## src/rtl/mkd_pkg.sv

```systemverilog
// shared types, constants and letter table for the morse key decoder
`default_nettype none

package mkd_pkg;

   // field and state widths
   localparam int CountWidth  = 8;
   localparam int IndexWidth  = 5;
   localparam int CodeWidth   = 7;
   localparam int CsrIdxWidth = 8;

   // longest letter in symbols, clipped to what the tree index can hold
   localparam int MAX_SYMBOLS  = 4;
   localparam int TreeDepth    = IndexWidth - 1;
   localparam int SymbolLimit  = (MAX_SYMBOLS < TreeDepth) ? MAX_SYMBOLS : TreeDepth;
   localparam logic [IndexWidth-1:0] FullIndex = IndexWidth'(1 << SymbolLimit);

   // register indexes on the csr port
   localparam logic [CsrIdxWidth-1:0] CSR_DASH_THRESHOLD = CsrIdxWidth'(0);
   localparam logic [CsrIdxWidth-1:0] CSR_GAP_TICKS      = CsrIdxWidth'(1);

   // reset values
   localparam logic [CountWidth-1:0] DashThresholdReset = CountWidth'(3);
   localparam logic [CountWidth-1:0] GapTicksReset      = CountWidth'(5);
   localparam logic [IndexWidth-1:0] TreeRoot           = IndexWidth'(1);
   localparam logic [CountWidth-1:0] CountMax           = {CountWidth{1'b1}};

   localparam logic [CodeWidth-1:0] CharSpace = 7'h20;

   // decoder state carried from one tick to the next
   typedef struct packed {
      logic [CountWidth-1:0] press_ticks;
      logic [CountWidth-1:0] idle_ticks;
      logic [IndexWidth-1:0] tree_index;
      logic                  symbol_overflow;
   } mkd_state_type;

   // result of one tick
   typedef struct packed {
      logic                 too_long;
      logic [CodeWidth-1:0] letter_code;
      logic                 letter_valid;
      logic                 dash_seen;
      logic                 dot_seen;
   } mkd_result_type;

   // letter at a position of the morse tree, space where there is none
   function automatic logic [CodeWidth-1:0] letter_at(input logic [IndexWidth-1:0] idx);
      logic [CodeWidth-1:0] ch;
      unique case (idx)
         5'd2:    ch = 7'h65; // e
         5'd3:    ch = 7'h74; // t
         5'd4:    ch = 7'h69; // i
         5'd5:    ch = 7'h61; // a
         5'd6:    ch = 7'h6e; // n
         5'd7:    ch = 7'h6d; // m
         5'd8:    ch = 7'h73; // s
         5'd9:    ch = 7'h75; // u
         5'd10:   ch = 7'h72; // r
         5'd11:   ch = 7'h77; // w
         5'd12:   ch = 7'h64; // d
         5'd13:   ch = 7'h6b; // k
         5'd14:   ch = 7'h67; // g
         5'd15:   ch = 7'h6f; // o
         5'd16:   ch = 7'h68; // h
         5'd17:   ch = 7'h76; // v
         5'd18:   ch = 7'h66; // f
         5'd20:   ch = 7'h6c; // l
         5'd22:   ch = 7'h70; // p
         5'd23:   ch = 7'h6a; // j
         5'd24:   ch = 7'h62; // b
         5'd25:   ch = 7'h78; // x
         5'd26:   ch = 7'h63; // c
         5'd27:   ch = 7'h79; // y
         5'd28:   ch = 7'h7a; // z
         5'd29:   ch = 7'h71; // q
         default: ch = CharSpace;
      endcase
      return ch;
   endfunction

endpackage

`default_nettype wire

```

## src/rtl/mkd_step.sv

```systemverilog
// next-state and result logic for one sampling tick
`default_nettype none

module mkd_step (
   input  wire mkd_pkg::mkd_state_type                  cur,
   input  wire                                          key_down,
   input  wire logic [mkd_pkg::CountWidth-1:0]          dash_threshold,
   input  wire logic [mkd_pkg::CountWidth-1:0]          gap_ticks,
   output mkd_pkg::mkd_state_type                       nxt,
   output mkd_pkg::mkd_result_type                      res
);

   logic rose;
   logic is_dash;

   always_comb begin
      nxt     = cur;
      res     = '0;
      rose    = 1'b0;
      is_dash = 1'b0;

      // press and idle counters, both saturating
      if (key_down) begin
         nxt.idle_ticks = '0;
         if (cur.press_ticks != mkd_pkg::CountMax) begin
            nxt.press_ticks = cur.press_ticks + 1'b1;
         end
      end else begin
         if (cur.idle_ticks != mkd_pkg::CountMax) begin
            nxt.idle_ticks = cur.idle_ticks + 1'b1;
            rose           = 1'b1;
         end
         // release ends a press: append dot or dash, or flag overflow if the letter is full
         if (cur.press_ticks != '0) begin
            is_dash       = (cur.press_ticks >= dash_threshold);
            res.dash_seen = is_dash;
            res.dot_seen  = !is_dash;
            if (cur.tree_index >= mkd_pkg::FullIndex) begin
               nxt.symbol_overflow = 1'b1;
            end else begin
               nxt.tree_index = {cur.tree_index[mkd_pkg::IndexWidth-2:0], is_dash};
            end
         end
         nxt.press_ticks = '0;
      end

      // gap reached: emit the letter and return to the root
      if (rose && (nxt.idle_ticks == gap_ticks)) begin
         res.letter_valid = 1'b1;
         res.too_long     = nxt.symbol_overflow;
         res.letter_code  = nxt.symbol_overflow ? mkd_pkg::CharSpace
                                                : mkd_pkg::letter_at(nxt.tree_index);
         nxt.tree_index      = mkd_pkg::TreeRoot;
         nxt.symbol_overflow = 1'b0;
      end
   end

endmodule

`default_nettype wire

```

## src/rtl/morse_key_decoder_core.sv

```systemverilog
// morse key decoder top level: one result per sampling tick
// output: the result of a tick is registered in the output register when the tick is taken
// throughput: one tick per clock, set by the single state update per cycle, unless
//   a held result stalls; a new tick enters as the previous result is being taken
// reset: synchronous active-high reset clears counters, returns the tree to the root,
//   loads dash_threshold 3 and gap_ticks 5, and empties the output register
`default_nettype none

module morse_key_decoder_core (
   input  wire        clock,
   input  wire        reset,
   // sampling ticks
   input  wire        req_tvalid,
   output logic       req_tready,
   input  wire [7:0]  req_tdata,   // [0] key_down
   // results
   output logic       rsp_tvalid,
   input  wire        rsp_tready,
   output logic [15:0] rsp_tdata,  // [0] dot_seen, [1] dash_seen, [2] letter_valid,
                                   // [9:3] letter_code, [10] too_long
   // register writes
   input  wire        csr_valid,
   output logic       csr_ready,
   input  wire [mkd_pkg::CsrIdxWidth-1:0] csr_index,
   input  wire [mkd_pkg::CountWidth-1:0]  csr_data
);

   mkd_pkg::mkd_state_type  state_ff, state_in;
   mkd_pkg::mkd_result_type res_in, rsp_data_ff;
   logic [mkd_pkg::CountWidth-1:0] dash_threshold_ff;
   logic [mkd_pkg::CountWidth-1:0] gap_ticks_ff;
   logic rsp_valid_ff;
   logic req_fire;

   // accept a tick whenever the output register is free or being drained
   assign req_tready = !rsp_valid_ff || rsp_tready;
   assign req_fire   = req_tvalid && req_tready;
   assign csr_ready  = 1'b1;

   mkd_step u_step (
      .cur            (state_ff),
      .key_down       (req_tdata[0]),
      .dash_threshold (dash_threshold_ff),
      .gap_ticks      (gap_ticks_ff),
      .nxt            (state_in),
      .res            (res_in)
   );

   // configuration registers
   always_ff @(posedge clock) begin
      if (reset) begin
         dash_threshold_ff <= mkd_pkg::DashThresholdReset;
         gap_ticks_ff      <= mkd_pkg::GapTicksReset;
      end else if (csr_valid) begin
         if (csr_index == mkd_pkg::CSR_DASH_THRESHOLD) begin
            dash_threshold_ff <= csr_data;
         end
         if (csr_index == mkd_pkg::CSR_GAP_TICKS) begin
            gap_ticks_ff <= csr_data;
         end
      end
   end

   // decoder state advances on each accepted tick
   always_ff @(posedge clock) begin
      if (reset) begin
         state_ff.press_ticks     <= '0;
         state_ff.idle_ticks      <= '0;
         state_ff.tree_index      <= mkd_pkg::TreeRoot;
         state_ff.symbol_overflow <= 1'b0;
      end else if (req_fire) begin
         state_ff <= state_in;
      end
   end

   // output register control
   always_ff @(posedge clock) begin
      if (reset) begin
         rsp_valid_ff <= 1'b0;
      end else if (req_fire) begin
         rsp_valid_ff <= 1'b1;
      end else if (rsp_tready) begin
         rsp_valid_ff <= 1'b0;
      end
   end

   // output payload
   always_ff @(posedge clock) begin
      if (req_fire) begin
         rsp_data_ff <= res_in;
      end
   end

   assign rsp_tvalid = rsp_valid_ff;
   assign rsp_tdata  = {5'b0, rsp_data_ff};

endmodule

`default_nettype wire

```

## config.mk

```make
export PLATFORM = sky130hd
export DESIGN_NAME = morse_key_decoder_core
export DESIGN_NICKNAME = d
export VERILOG_FILES = /design/src/rtl/mkd_pkg.sv /design/src/rtl/mkd_step.sv /design/src/rtl/morse_key_decoder_core.sv
export SDC_FILE = /design/constraint.sdc
export NUM_CORES = 1
export LEC_CHECK = 0
export BUFFER_PORTS_ARGS = -buffer_cell sky130_fd_sc_hd__buf_2
export CORE_ASPECT_RATIO = 1.4
export CORE_MARGIN = 5
export CORE_UTILIZATION = 30
export DETAILED_ROUTE_END_ITERATION = 10
export SLEW_MARGIN = 40
export SYNTH_ARGS = -nofsm -noshare
export SYNTH_HDL_FRONTEND = slang
export SYNTH_SLANG_ARGS = --single-unit
```

## constraint.sdc

```tcl
create_clock -name clock -period 4.97 [get_ports clock]
set_input_delay 0.497 -clock clock [delete_from_list [all_inputs] [get_ports clock]]
set_output_delay 0.497 -clock clock [all_outputs]
set_load 0.05 [all_outputs]
```

==> results by group <==
Status
  • Outcome: complete, no violations

Cells and area
  • Ant diodes: 0
  • Layout cell share with drive strength beyond 1: 13.67%
  • Syn-to-layout area delta: 13.00%
  • Fin nets: 420

Clock tree
  • Sink Count: 50
  • CTS tree: yes
  • Bufs on Longest Clock Path: 2
  • CTS clk-pin slew, worst paths: 0.07 ns
  • CTS HTree Levels: 2
  • CTS resizes: 0
  • Hold buffer count at cts: 0
  • Inserted Clock Buffers: 5
  • Root Buffer Master: clkbuf_16
  • Setup Buffers After CTS: 0
  • Worst-Skew Late Latency: 0.29 ns

Synthesis
  • Distinct cells, synth: 53
  • Area leader, netlist: dfxtp_1
  • Top FF cell, synth: dfxtp_1
  • Seq/Total Area, Yosys: 36.41%
  • Most common cell in the netlist: nor2_1
  • Post-Synth XOR/XNOR Area: 4.305%
  • Synth Area in Adders: 7.790%
  • Commonest cells post-synth: nor2_1 (56), dfxtp_1 (39), mux2i_1 (21)
  • Mux cell area share after synthesis: 7.626%
  • EDFF count, synth: 11
  • Netlist Area Pre-Place: 3052 um^2
  • Register bit total from synthesis: 50
  • Synth Area per Inst: 8.719 um^2
  • Largest cells by area after synthesis: dfxtp_1 (26%), edfxtp_1 (11%), ha_1 (7.8%)
  • Asr flop ratio synth: 0%
  • Main combinational cell family by area after synthesis: simple AND/OR/NAND/NOR gates
  • Synth Area in Simple Gates: 20.99%
  • Top cell type's share of synthesized area: 25.58%
  • Synthesized instance count: 350
  • Yosys warning total: 0
  • Compound-Gate Fraction of Synth Area: 16.65%

Worst setup path
  • WP buf/inv: 2
  • Worst-path fanout max: 9
  • Crit path cell chain: inv_1, ha_1, or4b_4, o41ai_4, mux2i_1, inv_1, ha_1, nor2_1, a2111oi_0, a31oi_1, o2111a_1
  • CP max stage delay: 0.72 ns
  • Arrival @ worst endpoint: 3.90 ns
  • CP Data Required Time: 5.02 ns
  • Worst Setup End Kind: register
  • Top Family by Delay on Critical Path: compound AO/OA/AOI/OAI gates
  • CP startpoint kind: register
  • Critical path class: reg2reg
  • R2R Setup Slk: 1.12 ns
  • CP max-delay cell: mux2i_1

Routing
  • Remaining DRCs: 0
  • Iter 0 DRT Violations: 208
  • First drt pass iteration count: 4
  • Vias per cell: 5.031
  • Detailed-routing wirelength on met1: 2980 um
  • Antenna-violating nets left: 0
  • Met2 routed WL: 3382 um
  • Drt wl/cell: 13.44 um
  • Max Used Layer: met4
  • Via count: 2556
  • Drt total wl: 6830 um
  • Metal3 WL: 355 um

STA
  • Final period utilization: 77.52%
  • Hold Violations, Final: 0
  • RSZ-0062 raised after global routing: false
  • Skew final: 0.005870 ns
  • Final Max Tran Viols: 0
  • Final min period: 3.853 ns
  • Setup TNS: 0 ns
  • WHS: 0.4384 ns
  • Least-Margin Pin Slew: 0.7953 ns
  • # setup viols final: 0
  • Slew margin rel.: 46.49%
  • Peak Freq: 259.6 MHz

Pwr
  • Power per Cell Area: 257.7 nW/um^2
  • Sw Share: 27.41%
  • Internal power: 0.6451 mW
  • Gate power share: 13.6%
  • Leakage: 1.388 nW
  • Sequential Power Share: 48.1%
  • Switching Power: 0.2437 mW
  • Clock power share: 38.2%
  • Max VDD drop: 0.0001367 V

Worst hold path
  • Hold Path Class: in2reg

Place
  • PortBufs: 34
  • Final Wtd Congestion: 0.8233
  • Hpwl dp: 4947 um

Global route
  • Initial antenna violation count: 0
  • Number of global-route vias before repair: 2502
  • Total track usage: 11.69%
  • First-pass GRT wire length: 11700 um
  • Total congestion overflow: 0
  • Largest net degree at the start of global routing: 32

Floorplan
  • Die height: 129.3 um
  • Floorplan row count: 43
  • Starting Density: 30.66%
  • I/O pin total: 48
  • Total die area: 12320 um^2
  • Die width: 95.24 um
  • Core area: 9953 um^2

Job
  • Max-cap violation count: 0
## routing by layer
| metal | vias up | global-route usage, % |
|---|---|---|
| met5 | - | 0 |
| met4 | 0 | 3.823 |
| met3 | 9 | 2.787 |
| met2 | 56 | 20.82 |
| met1 | 1196 | 13.56 |
| li1 | 1295 | - |
## cells by family after synthesis
| kind of cell | after synthesis |
|---|---|
| adders and majority gates | 19 |
| buffers and inverters | 40 |
| DFF | 50 |
| and+or+nand+nor | 131 |
| muxes | 23 |
| AOI/OAI and AO/OA | 70 |
| other | 2 |
| xor gates and xnor gates | 15 |
## state kept, by name, indices dropped and copies added, names as in the netlist
| signal | count |
|---|---|
| state_ff | 22 |
| gap_ticks_ff | 8 |
| dash_threshold_ff | 8 |
| rsp_tvalid | 1 |
| rsp_tdata | 11 |
## layout make-up
| type | count | area (um^2) |
|---|---|---|
| Fill cell | 1029 | 6505 |
| Multi-Input combinational cell | 264 | 1788 |
| Sequential cell | 50 | 1111 |
| Timing Repair Buffer | 35 | 177.7 |
| Tap cell | 135 | 168.9 |
| Clock buffer | 6 | 128.9 |
| Inverter | 16 | 60.06 |
| Clock inverter | 2 | 13.76 |
## placed cells by master, fill, tap and decap left out, types with 6 or more instances in the layout
master    Yosys  routed
mux2i_1      21      20
a211oi_1      6       6
edfxtp_1     11      11
inv_1        16      15
ha_1         19      19
nand2_1      18      18
a31oi_1       7       7
nor3_1       10      10
nand3_1      14      14
xor2_1        8       8
buf_2         5      34
nor2_1       56      55
xnor2_1       7       7
dfxtp_1      39      39
conb_1        2       6
a21oi_1      19      19
## final timing paths
kind	startpoint	endpoint	cells past startpoint
setup / recovery	state_ff[14]	rsp_tdata[4]	11
hold / removal	csr_data[0]	dash_threshold_ff[0]	2
setup reg to reg	state_ff[14]	rsp_tdata[4]	11
hold reg to reg	gap_ticks_ff[0]	gap_ticks_ff[0]	1
## power groups by stage
stage	logic [mW]	registers [mW]	clock network, mW
6_report	0.121	0.428	0.340
3_5_place_dp	0.121	0.437	0
2_1_floorplan	0.0778	0.453	0
4_1_cts	0.122	0.428	0.348
3_3_place_gp	0.118	0.437	0
5_1_grt	0.134	0.429	0.365
## stage by stage
stage	power (mW)	util (%)	setup slack, ns	instances	area, um^2
floorplan	0.5304	-	1.689	354	3067
global placement	0.5553	32.99	1.219	499	3283
finish	0.8888	34.64	1.117	508	3448
global route	0.9277	34.64	0.8848	508	3448
detailed placement	0.5582	33.19	1.165	500	3303
CTS	0.8981	34.62	1.134	508	3446
No activity file was read; power rests on OpenSTA's default activity.
